===== src/design/srzc_pkg.sv =====
// Shared constants and register indexes for the sliding RMS and zero-crossing meter.
package srzc_pkg;

    localparam int unsigned DEF_MAX_WINDOW = 4096;

    localparam int unsigned WIN_CFG_W  = 13;
    localparam int unsigned RATE_CFG_W = 18;
    localparam int unsigned FREQ_CFG_W = 25;
    localparam int unsigned CFG_DATA_W = 25;
    localparam int unsigned CODE_W     = 7;
    localparam int unsigned TOTAL_W    = 13;
    localparam int unsigned LEVEL_W    = 8;

    // Register indexes on the configuration port.
    localparam logic [1:0] CFG_WINDOW   = 2'd0;
    localparam logic [1:0] CFG_RATE     = 2'd1;
    localparam logic [1:0] CFG_MIN_FREQ = 2'd2;
    localparam logic [1:0] CFG_MAX_FREQ = 2'd3;

    localparam logic [WIN_CFG_W-1:0]  WINDOW_RST   = 13'd4096;
    localparam logic [RATE_CFG_W-1:0] RATE_RST     = 18'd48000;
    localparam logic [FREQ_CFG_W-1:0] MIN_FREQ_RST = 25'd256;
    localparam logic [FREQ_CFG_W-1:0] MAX_FREQ_RST = 25'd2560;

    // Controller values are centered by this offset.
    localparam logic signed [LEVEL_W-1:0] LEVEL_OFFSET = 8'sd63;

    // RMS code c is valid while (c*RMS_STEP)^2 * W <= RMS_FULL * square_sum.
    localparam logic [12:0] RMS_STEP = 13'd5656;
    localparam logic [27:0] RMS_FULL = 28'd252015625;
    localparam int unsigned RMS_SQ_W = 40;

    localparam logic [CODE_W-1:0] CODE_MAX = 7'd127;

    localparam logic FUNC_TICK  = 1'b0;
    localparam logic FUNC_EVENT = 1'b1;

endpackage


===== src/design/srzc_rms.sv =====
// Bit-by-bit search for the RMS code; each bit passes through a square, a scale and a compare phase.
module srzc_rms
    import srzc_pkg::*;
#(
    parameter int unsigned MAX_WINDOW = DEF_MAX_WINDOW
)
(
    input  logic                                 clk,
    input  logic                                 rst_n,
    input  logic                                 start,
    input  logic [$clog2(MAX_WINDOW*4096+1)-1:0] square_sum,
    input  logic [$clog2(MAX_WINDOW+1)-1:0]      window,
    output logic                                 busy,
    output logic [CODE_W-1:0]                    code
);

    localparam int unsigned SW = $clog2(MAX_WINDOW*4096+1);
    localparam int unsigned WW = $clog2(MAX_WINDOW+1);
    localparam int unsigned RW = SW + 28;
    localparam int unsigned PW = RMS_SQ_W + WW;
    localparam int unsigned CW = (RW > PW) ? RW : PW;

    typedef enum logic [2:0] {
        PH_SQUARE = 3'b001,
        PH_SCALE  = 3'b010,
        PH_TEST   = 3'b100
    } phase_t;

    phase_t                phase_reg;
    logic                  busy_reg;
    logic [2:0]            bit_reg;
    logic [CODE_W-1:0]     code_reg;
    logic [RW-1:0]         rhs_reg;
    logic [WW-1:0]         win_reg;
    logic [RMS_SQ_W-1:0]   sq_reg;
    logic [PW-1:0]         prod_reg;
    logic [CODE_W-1:0]     trial;
    logic [19:0]           step_val;

    assign trial    = code_reg | (CODE_W'(1) << bit_reg);
    assign step_val = 20'(trial) * 20'(RMS_STEP);

    always_ff @(posedge clk or negedge rst_n)
    begin
        if (!rst_n)
        begin
            phase_reg <= PH_SQUARE;
            busy_reg  <= 1'b0;
            bit_reg   <= 3'd6;
            code_reg  <= '0;
        end
        else if (start)
        begin
            phase_reg <= PH_SQUARE;
            busy_reg  <= 1'b1;
            bit_reg   <= 3'd6;
            code_reg  <= '0;
        end
        else if (busy_reg)
        begin
            unique case (phase_reg)
                PH_SQUARE: phase_reg <= PH_SCALE;
                PH_SCALE:  phase_reg <= PH_TEST;
                PH_TEST:
                begin
                    phase_reg <= PH_SQUARE;
                    if (CW'(prod_reg) <= CW'(rhs_reg))
                    begin
                        code_reg <= trial;
                    end
                    if (bit_reg == 3'd0)
                    begin
                        busy_reg <= 1'b0;
                    end
                    else
                    begin
                        bit_reg <= bit_reg - 3'd1;
                    end
                end
                default: phase_reg <= PH_SQUARE;
            endcase
        end
    end

    always_ff @(posedge clk)
    begin
        if (start)
        begin
            rhs_reg <= RW'(square_sum) * RW'(RMS_FULL);
            win_reg <= window;
        end
        sq_reg   <= RMS_SQ_W'(step_val) * RMS_SQ_W'(step_val);
        prod_reg <= PW'(sq_reg) * PW'(win_reg);
    end

    assign busy = busy_reg;
    assign code = code_reg;

endmodule


===== config.mk =====
export PLATFORM = sky130hd
export DESIGN_NAME = srzc_rms
export DESIGN_NICKNAME = d
export VERILOG_FILES = /design/src/design/srzc_pkg.sv /design/src/design/srzc_rms.sv
export SDC_FILE = /design/constraint.sdc
export NUM_CORES = 2
export LEC_CHECK = 0
export BUFFER_PORTS_ARGS = -buffer_cell sky130_fd_sc_hd__buf_2
export CORE_UTILIZATION = 65
export DETAILED_ROUTE_END_ITERATION = 8
export HOLD_SLACK_MARGIN = 0.06
export PLACE_DENSITY = 0.92
export SETUP_SLACK_MARGIN = 0.15
export SYNTH_ARGS = -nofsm -noshare
export SYNTH_HDL_FRONTEND = slang
export SYNTH_SLANG_ARGS = --single-unit

===== constraint.sdc =====
create_clock -name clk -period 25.3 [get_ports clk]
set_input_delay 2.53 -clock clk [delete_from_list [all_inputs] [get_ports clk]]
set_output_delay 2.53 -clock clk [all_outputs]
set_load 0.02 [all_outputs]

# Word level (Yosys, flattened, before mapping)
# Index checks and enable logic that the tools add are counted.
op_classes:
  addsub: 1
  n_mul: 4
  n_lt_le_gt_ge: 1
  n_eq_ne: 4
  shift: 1
  mux: 15
  bitwise: 1
  reduce_logical: 6
op_table:
  columns: ["op", "n"]
  rows:
  - ["less-or-equal comparator 53 bit", 1]
  - ["multiplier 25 x 28 -> 53 bit, second input constant", 1]
  - ["multiplier 34 x 13 -> 47 bit", 1]
  - ["multiplier 17 x 17 -> 34 bit", 1]
  - ["2-to-1 mux 7 bit", 4]
  - ["2-to-1 mux 3 bit", 6]
  - ["multiplier 7 x 10 -> 17 bit, second input constant", 1]
  - ["OR 7 bit", 1]
  - ["left shift 1 x 3 -> 7 bit, first input constant", 1]
  - ["case mux 3 bit (2 select lines)", 1]
  - ["AND reduction 3 bit", 2]
  - ["nonzero test 2 bit", 3]
  - ["2-to-1 mux 1 bit", 4]
  - ["== test 3 x 1 -> 1 bit, second input constant", 1]
  - ["== test 3 x 2 -> 1 bit, second input constant", 1]
  - ["== test 3 bit, second input constant", 1]
  - ["zero test 3 bit", 1]
  - ["subtractor 3 x 1 -> 3 bit, second input constant", 1]
  - ["!= test 2 bit, second input constant", 1]
word_totals:
  regBits: 161
  inputBits: 41
  output_inout_bits: 8
  wordCells: 41

# Longest topological paths before layout
depth:
  word_depth: 6
  depth_mapped: 41
  ltp_nobuf: 40

# Worst setup path after synthesis
# No wires, ideal clock.
synth_timing:
  path_kind: "flip-flop to flip-flop"
  from: "register bit_reg[1]"
  to: "register sq_reg[38]"
  setup_ns: 0.072
  arrival_ns: 9.438
  t_required_ns: 25.228
  path_slack_ns: 15.789
  path_stages_with_launch: 39
  path_buffers: 1
  period_less_slack_ns: 9.511
  cell_sequence: "dfstp_2 -> inv_1 -> ha_1 -> a21oi_1 -> inv_1 -> ha_1 -> or2_2 -> ha_1 -> fa_1 -> ha_1 -> a21o_1 -> a21oi_1 -> o21ai_1 -> a211oi_1 -> xor2_1 -> inv_2 -> clkbuf_1 -> nand2_1 -> (+3 left out) -> inv_1 -> fa_1 -> inv_1 -> fa_1 -> fa_1 -> inv_1 -> fa_1 -> inv_1 -> ha_1 -> a21o_1 -> a211oi_1 -> nand2_1 -> o31ai_1 -> o211ai_1 -> a31oi_1 -> o31ai_1 -> a31oi_1 -> xnor2_1"
synth_between:
  elab_chain_len: 4
synth_rtl:
  columns: ["element", "line_no", "rtl"]
  rows:
  - ["start: declaration", "srzc_rms.sv:31", "logic [2:0] bit_reg;"]
  - ["start signal: assignment", "srzc_rms.sv:77", "bit_reg <= bit_reg - 3'd1;"]
  - ["left shift 1 x 3 -> 7 bit", "srzc_rms.sv:40", "assign trial = code_reg | (CODE_W'(1) << bit_reg);"]
  - ["OR 7 bit", "srzc_rms.sv:40", null]
  - ["multiplier 7 x 10 -> 17 bit", "srzc_rms.sv:41", "assign step_val = 20'(trial) * 20'(RMS_STEP);"]
  - ["multiplier 17 x 17 -> 34 bit", "srzc_rms.sv:92", "sq_reg <= RMS_SQ_W'(step_val) * RMS_SQ_W'(step_val);"]
  - ["end signal: assignment", "srzc_rms.sv:92", null]
  - ["end: declaration", "srzc_rms.sv:35", "logic [RMS_SQ_W-1:0] sq_reg;"]
# Every way passes these cells.
# A chain may end at the register's enable or synchronous reset.

# Final worst setup path
# Ends and elaborated chain as after synthesis.

==> results.ini <==
[yosys]
ys_warn_count=0
yosys-top-cells-area=fa_1 38%, ha_1 19%, inv_1 9.5%
ys_types=72
ys_async_sr_fraction_pct=8.750
syn_inst=3972
synth_xor_area_share_pct=3.356
syn_area_um2=37840
yosysTopAreaCell=fa_1
synth_mux_area_share_pct=0.1091
synth-main-ff-cell=dfxtp_1
synthAdderAreaFrac_pct=57.45
synth-seq-cells=160
syn_avg_cell_area_um2=9.526
ys_seq_area_share_pct=10.41
synth_edf_count=66
synth_top_family_by_area=adder cells
synth_top_area_share_pct=38.46
synth_compound_area_share_pct=7.245
synth_simple_gate_area_share_pct=10.87

[grt]
grt_remaining_overflow=0
track_usage_pct=31.83
antenna_found_initial=0
grt_pass1_vias=31110
grt_pass1_wl_um=149400
grt_max_degree=56

[place]
gp_congestion=0.9876
hpwl_um=73070
portBuffers=48

[worst_setup_path]
cp-end-kind=flip-flop
slowest_delay_ns=0.56
critPathKind=reg2reg
r2r-end=sq_reg[38]
reg2reg_from=bit_reg[1]
cp.arrival_ns=11.40
cp_slowest_cell=o31ai_1
crit_path_frequent_cell=inv_1
reg2reg_depth=38
rrSetupSlack_ns=14.32
cp_max_fo=17
cp.required_ns=25.73
worstSetupStartpointType=flip-flop

[timing]
setup_violations=0
fin_crit_ns=10.98
tightest_slew_ns=1.169
fin_setup_tns_ns=0
drv_slew=0
finClkSkew_ns=0.01086
relSlewSlack_pct=22.04
hold_viol_final=0
max_freq_mhz=91.11
grt_setup_unrepaired=false
fin_crit_sh_pct=43.38

[cells_and_area]
area.growth.synth_to_final_pct=3.958
layout_commonest_cell=inv_1
diodes=0
layout-drive-gt1-share_pct=3.001
largest_register_ffs=53
layout.nets=5294
layout_common_cells=953 x inv_1, 727 x fa_1, 574 x ha_1

[clocking]
hold_buffers=0
path_clk_slew_ns=0.07
post_cts_buffers=0
clock-sinks=160
clock_tree.root_cell=clkbuf_16
htree_levels=4
cts-resized-gates=0
cts_buffer_depth=2
cts_buffers=17
insertion_delay_ns=0.50
cts_tree=done

[floorplan]
io_pins=49
die_h_um=243.3
dieArea_um2=59180
die_w_um=243.3
core_um2=57590
initial_utilization_pct=65.71
row_count=88

[routing]
drt_wl_total_um=88220
wl_met3_um=7665
dr.pass1.iters=9
route.met2.wl_um=44010
ant_nets=0
dr_total_vias=27600
drc=1
post_drt_wl_per_cell_um=18.65
wl_met1_um=32460
viasPerCell=5.836
first_iter_violations=2159
top_layer=met4

[min_path]
holdPathStages=2
worstHoldStart=phase_reg[0]
hold_end=phase_reg[0]
min_path_type=reg2reg

[status]
status=complete, but fails checks
failed_checks=design-rule violations

[run]
maxCapViolations=0

## metrics by stage
step	instance area (um2)	utilization (%)	worst slack (ns)	std cells	hold WS, ns
floorplan	37850	-	15.79	3975	0.4614
global placement	38770	67.33	14.97	4698	0.5461
detailed placement	38770	67.33	14.53	4698	0.5516
CTS	39340	68.31	14.45	4730	0.5710
global route	39340	68.31	13.60	4730	0.6035
finish	39340	68.31	14.32	4730	0.5739
## worst max-delay path by stage
stage / from / end / slack (ns) / depth (start not counted)
finish: bit_reg[1] / sq_reg[38] / 14.32 / 38
global route: bit_reg[1] / sq_reg[39] / 13.60 / 36
CTS: bit_reg[1] / sq_reg[38] / 14.45 / 38
detailed placement: bit_reg[1] / sq_reg[38] / 14.53 / 38
global placement: bit_reg[1] / sq_reg[38] / 14.97 / 35
floorplan: bit_reg[1] / sq_reg[38] / 15.79 / 38
## worst max-delay path, delay by kind of cell (launching register included)
family | cells | cell delay (ns)
adders and majority gates | 11 | 4.25
AOI/OAI and AO/OA | 12 | 3.28
buffers and inverters | 9 | 1.32
DFF | 1 | 0.55
and+or+nand+nor | 4 | 1.01
xor gates and xnor gates | 2 | 0.50
## synthesized netlist by cell type (15+ instances only)
master	number
inv_1	953
fa_1	727
ha_1	574
nand2_1	419
and2_1	197
a21oi_1	129
nor2_1	118
clkbuf_1	101
xnor2_1	93
a21o_1	91
dfxtp_1	80
edfxtp_1	66
o21ai_0	55
xor2_1	52
nand3_1	30
nand4_1	28
o21bai_1	27
nor3_1	19
o21a_1	15
## cells by family after synthesis
| group | Yosys count |
|---|---|
| other cells | 2 |
| buf+inv | 1063 |
| compound gates | 419 |
| simple gates | 878 |
| mux | 4 |
| xor+xnor | 145 |
| flops | 160 |
| fa+ha+maj | 1301 |
## final cells by class
cell class	instances	area, um2
Sequential cell	160	3938
Clock buffer	19	444.2
Tap cell	765	957.2
Timing Repair Buffer	65	370.4
Fill cell	3938	18250
Multi-Input combinational cell	2752	29920
Clock inverter	13	118.9
Inverter	956	3588
## layer usage
layer  vias up  GRT usage (%)
met4         0          15.45
met1     13760          38.25
li1      12210              -
met5         -              0
met2      1292          54.43
met3       343          6.686
Power is left out: the tool's default activity adds up to more than one toggle a clock period on the data nets, which glitch-free logic cannot reach.
