**src/design/srzc_pkg.sv**
```systemverilog
// Shared constants and register indexes for the sliding RMS and zero-crossing meter.
package srzc_pkg;

    localparam int unsigned DEF_MAX_WINDOW = 4096;

    localparam int unsigned WIN_CFG_W  = 13;
    localparam int unsigned RATE_CFG_W = 18;
    localparam int unsigned FREQ_CFG_W = 25;
    localparam int unsigned CFG_DATA_W = 25;
    localparam int unsigned CODE_W     = 7;
    localparam int unsigned TOTAL_W    = 13;
    localparam int unsigned LEVEL_W    = 8;

    // Register indexes on the configuration port.
    localparam logic [1:0] CFG_WINDOW   = 2'd0;
    localparam logic [1:0] CFG_RATE     = 2'd1;
    localparam logic [1:0] CFG_MIN_FREQ = 2'd2;
    localparam logic [1:0] CFG_MAX_FREQ = 2'd3;

    localparam logic [WIN_CFG_W-1:0]  WINDOW_RST   = 13'd4096;
    localparam logic [RATE_CFG_W-1:0] RATE_RST     = 18'd48000;
    localparam logic [FREQ_CFG_W-1:0] MIN_FREQ_RST = 25'd256;
    localparam logic [FREQ_CFG_W-1:0] MAX_FREQ_RST = 25'd2560;

    // Controller values are centered by this offset.
    localparam logic signed [LEVEL_W-1:0] LEVEL_OFFSET = 8'sd63;

    // RMS code c is valid while (c*RMS_STEP)^2 * W <= RMS_FULL * square_sum.
    localparam logic [12:0] RMS_STEP = 13'd5656;
    localparam logic [27:0] RMS_FULL = 28'd252015625;
    localparam int unsigned RMS_SQ_W = 40;

    localparam logic [CODE_W-1:0] CODE_MAX = 7'd127;

    localparam logic FUNC_TICK  = 1'b0;
    localparam logic FUNC_EVENT = 1'b1;

endpackage

```
**src/design/srzc_freq.sv**
```systemverilog
// Crossing frequency code: product setup, range clamp and a seven-step restoring divide.
module srzc_freq
    import srzc_pkg::*;
#(
    parameter int unsigned MAX_WINDOW = DEF_MAX_WINDOW
)
(
    input  logic                            clk,
    input  logic                            rst_n,
    input  logic                            start,
    input  logic [$clog2(MAX_WINDOW+1)-1:0] crossings,
    input  logic [$clog2(MAX_WINDOW+1)-1:0] window,
    input  logic [RATE_CFG_W-1:0]           sample_rate,
    input  logic [FREQ_CFG_W-1:0]           min_frequency,
    input  logic [FREQ_CFG_W-1:0]           max_frequency,
    output logic                            busy,
    output logic [CODE_W-1:0]               code
);

    localparam int unsigned WW = $clog2(MAX_WINDOW+1);
    localparam int unsigned NW = WW + RATE_CFG_W;
    localparam int unsigned LW = FREQ_CFG_W + WW;
    localparam int unsigned BW = ((NW + 7) > LW) ? (NW + 7) : LW;
    localparam int unsigned DW = BW + 7;

    typedef enum logic [2:0] {
        PH_MUL  = 3'b001,
        PH_PREP = 3'b010,
        PH_DIV  = 3'b100
    } phase_t;

    phase_t            phase_reg;
    logic              busy_reg;
    logic [2:0]        bit_reg;
    logic [CODE_W-1:0] code_reg;
    logic [NW-1:0]     n_reg;
    logic [LW-1:0]     lo_reg;
    logic [LW-1:0]     hi_reg;
    logic [DW-1:0]     num_reg;
    logic [DW-1:0]     den_reg;
    logic [BW-1:0]     n_scaled;
    logic [BW-1:0]     span;
    logic [DW-1:0]     den_shift;

    assign n_scaled  = BW'(n_reg) << 7;
    assign span      = n_scaled - BW'(lo_reg);
    assign den_shift = den_reg << bit_reg;

    always_ff @(posedge clk or negedge rst_n)
    begin
        if (!rst_n)
        begin
            phase_reg <= PH_MUL;
            busy_reg  <= 1'b0;
            bit_reg   <= 3'd6;
            code_reg  <= '0;
        end
        else if (start)
        begin
            phase_reg <= PH_MUL;
            busy_reg  <= 1'b1;
            bit_reg   <= 3'd6;
            code_reg  <= '0;
        end
        else if (busy_reg)
        begin
            unique case (phase_reg)
                PH_MUL: phase_reg <= PH_PREP;
                PH_PREP:
                begin
                    // Empty range and out-of-range frequencies finish here.
                    if (max_frequency <= min_frequency || n_scaled <= BW'(lo_reg))
                    begin
                        code_reg <= '0;
                        busy_reg <= 1'b0;
                    end
                    else if (n_scaled >= BW'(hi_reg))
                    begin
                        code_reg <= CODE_MAX;
                        busy_reg <= 1'b0;
                    end
                    else
                    begin
                        phase_reg <= PH_DIV;
                    end
                end
                PH_DIV:
                begin
                    if (num_reg >= den_shift)
                    begin
                        code_reg[bit_reg] <= 1'b1;
                    end
                    if (bit_reg == 3'd0)
                    begin
                        busy_reg <= 1'b0;
                    end
                    else
                    begin
                        bit_reg <= bit_reg - 3'd1;
                    end
                end
                default: phase_reg <= PH_MUL;
            endcase
        end
    end

    always_ff @(posedge clk)
    begin
        if (phase_reg == PH_MUL)
        begin
            n_reg  <= NW'(crossings) * NW'(sample_rate);
            lo_reg <= LW'(min_frequency) * LW'(window);
            hi_reg <= LW'(max_frequency) * LW'(window);
        end
        if (phase_reg == PH_PREP)
        begin
            // Numerator times 127 as a shift and subtract.
            num_reg <= (DW'(span) << 7) - DW'(span);
            den_reg <= DW'(BW'(hi_reg) - BW'(lo_reg));
        end
        else if (phase_reg == PH_DIV && num_reg >= den_shift)
        begin
            num_reg <= num_reg - den_shift;
        end
    end

    assign busy = busy_reg;
    assign code = code_reg;

endmodule

```
**config.mk**
```make
export PLATFORM = sky130hd
export DESIGN_NAME = srzc_freq
export DESIGN_NICKNAME = d
export VERILOG_FILES = /design/src/design/srzc_pkg.sv /design/src/design/srzc_freq.sv
export SDC_FILE = /design/constraint.sdc
export NUM_CORES = 2
export LEC_CHECK = 0
export ABC_AREA = 1
export BUFFER_PORTS_ARGS = -buffer_cell sky130_fd_sc_hd__buf_2
export CAP_MARGIN = 20
export CORE_ASPECT_RATIO = 0.9
export CORE_UTILIZATION = 30
export DETAILED_ROUTE_END_ITERATION = 12
export HOLD_SLACK_MARGIN = 0.03
export PLACE_DENSITY = 0.43
export SYNTH_ARGS = -nofsm -noshare
export SYNTH_HDL_FRONTEND = slang
export SYNTH_SLANG_ARGS = --single-unit
```
**constraint.sdc**
```tcl
create_clock -name clk -period 11.6 [get_ports clk]
set_clock_uncertainty 0.1 [all_clocks]
set_input_delay 1.74 -clock clk [delete_from_list [all_inputs] [get_ports clk]]
set_output_delay 1.74 -clock clk [all_outputs]
set_load 0.02 [all_outputs]
```
== Word-level counts from Yosys, hierarchy flattened ==
Index checks and enable logic that the tools add are counted.

* Bits in latches: 0
* Register bits: 211
* Input port bits: 97
* Memory bits (writable): 0
* Memories: 0
* ROM bits: 0
* Word-level logic and storage cells: 70

* Reductions and logical operators: 11
* Shifts and indexed selects: 1
* Order comparisons: 6
* Divide/modulo/power cells: 0
* Multiplexer cells: 25
* Multiply operators: 3
* $add $sub $neg: 5
* Eq/ne operators: 9
* Bitwise logic cells: 1

{| class="wikitable"
|+ Operators by type and width
! kind !! count
|-
| $mux W45 || 2
|-
| $mul A25 B13 Y38 || 2
|-
| $ge A45 B45 Y1 || 1
|-
| $shl A45 B3 Y45 || 1
|-
| $sub A45 B38 Y45 || 1
|-
| $sub A45 B45 Y45 || 1
|-
| $sub A38 B38 Y39 || 1
|-
| $ge A38 B38 Y1 || 1
|-
| $le A38 B38 Y1 || 1
|-
| $sub A38 B38 Y38 || 1
|-
| $mux W7 || 5
|-
| $mul A13 B18 Y31 || 1
|-
| $le A25 B25 Y1 || 1
|-
| $mux W3 || 8
|-
| $pmux W7 S2 || 1
|-
| $ne A3 B3 Y1 const B || 3
|-
| $pmux W3 S3 || 1
|-
| $reduce_and A4 Y1 || 2
|-
| $or A7 B7 Y7 || 1
|-
| $mux W1 || 6
|-
| $reduce_bool A2 Y1 || 3
|-
| $lt A3 B4 Y1 const B || 1
|-
| $ne A2 B2 Y1 const B || 2
|-
| $ne A4 B4 Y1 const B || 1
|-
| other kinds (12) || 13
|}

== Logic depth before layout (Yosys ltp) ==
* Depth in word-level cells: 9
* Gate-level depth with buffers: 27
* Gate-level depth less buffers: 27

== Least setup slack after synthesis ==
OpenSTA, ideal clock, no wires.

* Path kind: flip-flop to flip-flop
* From: register phase_reg[0]
* To: register hi_reg[0] (enable)
* Clock period less this slack: 8.614 ns
* Setup time: 0.704 ns
* Stages on the path, launching flop included: 3
* Slack: 2.986 ns
* Arrival time: 7.809 ns
* Buffers on the path: 0
* Path through: dfstp_2 inv_1 nor3_1

* Longest elaborated chain between the ends: 1

{| class="wikitable"
|+ RTL lines
! element !! RTL line !! RTL
|-
| from (decl) || srzc_freq.sv:32 || <nowiki>phase_t phase_reg;</nowiki>
|-
| from (signal assigned) || srzc_freq.sv:53 || <nowiki>phase_reg <= PH_MUL;</nowiki>
|-
| from (signal assigned) || srzc_freq.sv:60 || <nowiki>phase_reg <= PH_MUL;</nowiki>
|-
| from (signal assigned) || srzc_freq.sv:68 || <nowiki>PH_MUL: phase_reg <= PH_PREP;</nowiki>
|-
| $eq A3 B1 Y1 || srzc_freq.sv:109 || <nowiki>if (phase_reg == PH_MUL)</nowiki>
|-
| to (signal assigned) || srzc_freq.sv:113 || <nowiki>hi_reg <= LW'(max_frequency) * LW'(window);</nowiki>
|-
| to (decl) || srzc_freq.sv:38 || <nowiki>logic [LW-1:0] hi_reg;</nowiki>
|}

Every way passes these cells.
A chain may end at the register's enable or synchronous reset.

== Worst setup path in the final report ==
* From: input port window[9]
* To: register lo_reg[34], data pin

* Longest elaborated chain between the ends: 1

{| class="wikitable"
|+ RTL lines
! element !! RTL line !! RTL
|-
| from (decl) || srzc_freq.sv:12 || <nowiki>input logic [$clog2(MAX_WINDOW+1)-1:0] window,</nowiki>
|-
| $mul A25 B13 Y38 || srzc_freq.sv:112 || <nowiki>lo_reg <= LW'(min_frequency) * LW'(window);</nowiki>
|-
| to (signal assigned) || srzc_freq.sv:112 ||
|-
| to (decl) || srzc_freq.sv:37 || <nowiki>logic [LW-1:0] lo_reg;</nowiki>
|}

Every way passes these cells.

==> results.py <==
metrics = {
    "run_status": {
        "status": "finished clean",
    },
    "global_routing": {
        "grt_antenna_before_repair": 2,
        "grt_pass1_vias": 41800,
        "grt_overflow": 0,
        "grt_pass1_wl_microns": 247000,
        "grt_util_all_layers": 0.196,
        "grt_max_degree": 62,
    },
    "cells_and_area": {
        "fill_cells": 17500,
        "nets": 7774,
        "largest_reg_flops": 45,
        "area_delta_synth_final_pct": 7.14,
        "drive_gt1_frac": 0.0435,
    },
    "timing": {
        "setup_viol": 0,
        "relSlewSlack": 0.407,
        "period_share": 0.619,
        "slew_violations": 0,
        "tightestPinTransition_ns": 0.883,
        "max_freq_mhz": 139,
        "rsz0062_at_grt": "false",
        "fin_tns_setup_ns": 0,
        "final_hold_viol_count": 0,
        "min_period_ns": 7.18,
    },
    "synth": {
        "synth_top_area_share": 0.284,
        "ys_warn_count": 0,
        "syn_inst": 6599,
        "syn_area_sq_um": 48200,
        "ys.flop_type": "edfxtp_1",
        "syn_area_per_cell_sq_um": 7.31,
        "synth_edf_count": 191,
        "synth_top_cell_by_area": "fa_1",
        "synth.net_count": 7826,
        "ys_ff_latch": 205,
        "yosysUniqueCellTypes": 63,
        "ys_top_cells_by_area": "fa_1 (28%), nand2_1 (14%), inv_1 (12%)",
        "synthArstFlopShare": 0.0683,
        "seq_area_frac_synth": 0.126,
    },
    "floorplanning": {
        "die_w_microns": 425,
        "rows": 139,
        "start_util": 0.302,
        "io_pins": 105,
        "dieArea_sq_um": 162000,
        "die-height_microns": 382,
        "core-area_sq_um": 159000,
    },
    "clocking": {
        "cts_made_buffers": 28,
        "ctsResizeCount": 0,
        "root_buffer": "clkbuf_16",
        "clock_sinks": 205,
        "post-cts-setup-buffer-count": 0,
        "clockBufferDepth": 3,
        "path_clk_slew_ns": 0.06,
        "postCtsHoldBufs": 0,
        "cts_max_level": 1,
        "clk_latency_ns": 0.62,
        "cts_tree": "built",
    },
    "route": {
        "drt_iter0_markers": 2480,
        "firstDrtPassIters": 6,
        "wl_per_cell_microns": 18.3,
        "drtAntennaViolNets": 0,
        "drc": 0,
        "via_per_inst": 4.71,
        "vias": 40900,
        "wl_microns": 159000,
    },
    "place": {
        "dp_hpwl_microns": 132000,
        "place_congestion": 0.924,
        "portBuffers": 104,
    },
    "setup_path": {
        "critical_path_required_ns": 11.85,
        "arrival_ns": 7.43,
        "end_kind": "flop",
        "critPathTopFamily": "adder cells",
        "cp-start-kind": "input pin",
        "path_class": "input pin to flop",
        "path_max_fanout": 50,
        "worst-path-buf-inv": 5,
        "reg2reg_slack_ns": 6.41,
        "critical_path.slowest_cell": "buf_4",
        "max_stage_delay_ns": 0.59,
        "path_cells": "buf_2 -> buf_4 -> nand2_1 -> fa_1 -> inv_1 -> fa_1 -> fa_1 -> fa_1 -> inv_1 -> fa_1 -> inv_1 -> ha_1 -> nand2_1 -> nor4_1 -> nand2_1 -> o211ai_1 -> nand2_1 -> nand2_1 -> a211oi_1 -> xnor2_1",
    },
    "worst_hold_path": {
        "hp-class": "flop to flop",
    },
    "run": {
        "drv_cap": 0,
    },
}
worst reg2reg max path: cells and delay by family (launching register included):
| kind | cells | cell delay [ns] |
|---|---|---|
| flops | 1 | 0.38 |
| buf+inv | 2 | 0.31 |
| fa+ha+maj | 2 | 0.66 |
| simple gates | 18 | 2.29 |
| compound gates | 2 | 0.48 |
| xor+xnor | 1 | 0.70 |
logic make-up (layout without fill, tap and decap cells):
family | after synthesis | count (layout) | share of synthesized area
buf+inv | 1830 | 1799 | 0.143
compound gates | 828 | 828 | 0.0941
mux | 7 | 7 | 0.00145
other cells | 0 | 1 | 0
simple gates | 2424 | 2424 | 0.204
fa+ha+maj | 1130 | 1130 | 0.400
xor+xnor | 175 | 175 | 0.0318
flops | 205 | 205 | 0.126
layout make-up:
cell class / count / area [sq um] / area share
antenna: 1 / 2.50 / 0.0000484
clock buffer: 32 / 716 / 0.0139
clock inverter: 19 / 166 / 0.00322
inverter: 1620 / 6080 / 0.118
multi-input combinational: 4564 / 35300 / 0.682
sequential: 205 / 6090 / 0.118
tap: 2115 / 2650 / 0.0512
timing repair buffer: 128 / 701 / 0.0136
placed cells by master, fill, tap and decap left out, types with 7 or more instances in the layout:
cell type  Yosys  layout
o21bai_1      22      22
nor2_1       325     325
inv_2         13      13
xor2_1       108     108
a31oi_1       33      33
ha_1         446     446
nor4_1        18      18
fa_1         684     684
inv_1       1603    1603
o21ai_1       28      28
nand4_1       24      24
dfrtp_1       11      11
a21o_1        26      26
buf_2          2     104
nor3_1        46      45
nand2_1     1769    1768
clkinv_1       3       8
buf_4          1      24
o211ai_1       9       9
o21a_1        17      17
o21ai_2       12      12
o21ai_0      270     270
clkbuf_16      0      28
a21oi_1      375     375
and3_1         9       9
a21boi_0       8       8
nor2_2        18      18
edfxtp_1     191     191
nand3_1      149     149
mux2i_1        7       7
xnor2_1       67      67
nand2_2       26      27
synth_stat cells (38+ instances only):
library cell,number
nor2_1,325
inv_1,1603
xor2_1,108
nor3_1,46
edfxtp_1,191
o21ai_0,270
xnor2_1,67
fa_1,684
nand2_1,1769
clkbuf_1,168
ha_1,446
nand3_1,149
a21oi_1,375
buf_1,38
through the flow:
stage	hold slack (ns)	utilization	setup WS, ns	instances	cell area (sq um)
2_1_floorplan	0.418	-	2.99	6599	48200
3_3_place_gp	0.402	0.318	3.82	8632	50800
3_5_place_dp	0.405	0.318	3.81	8632	50800
4_1_cts	0.421	0.324	4.47	8683	51700
5_1_grt	0.448	0.324	4.15	8683	51700
6_report	0.414	0.324	4.42	8684	51700
final timing paths:
path,end,startpoint,cells after the start
worst min-delay path,code[3],code[3],2
min in group asynchronous,code[5],rst_n,1
worst min register to register,code[3],code[3],2
worst max-delay path,lo_reg[34],window[9],20
worst max register to register,num_reg[42],lo_reg[9],25
max in group asynchronous,bit_reg[2],rst_n,1
layer usage:
layer | vias up | routed length [microns] | part of all wire | global-route usage
li1 | 19900 | - | - | -
met1 | 20100 | 75400 | 0.48 | 0.278
met2 | 818 | 74500 | 0.47 | 0.330
met3 | 132 | 6090 | 0.038 | 0.0141
met4 | 4 | 2540 | 0.016 | 0.0312
met5 | - | 24 | 0.00015 | 0
Power is not shown: default switching activity piles up to over one toggle a cycle in this logic, so the estimate is an artifact.
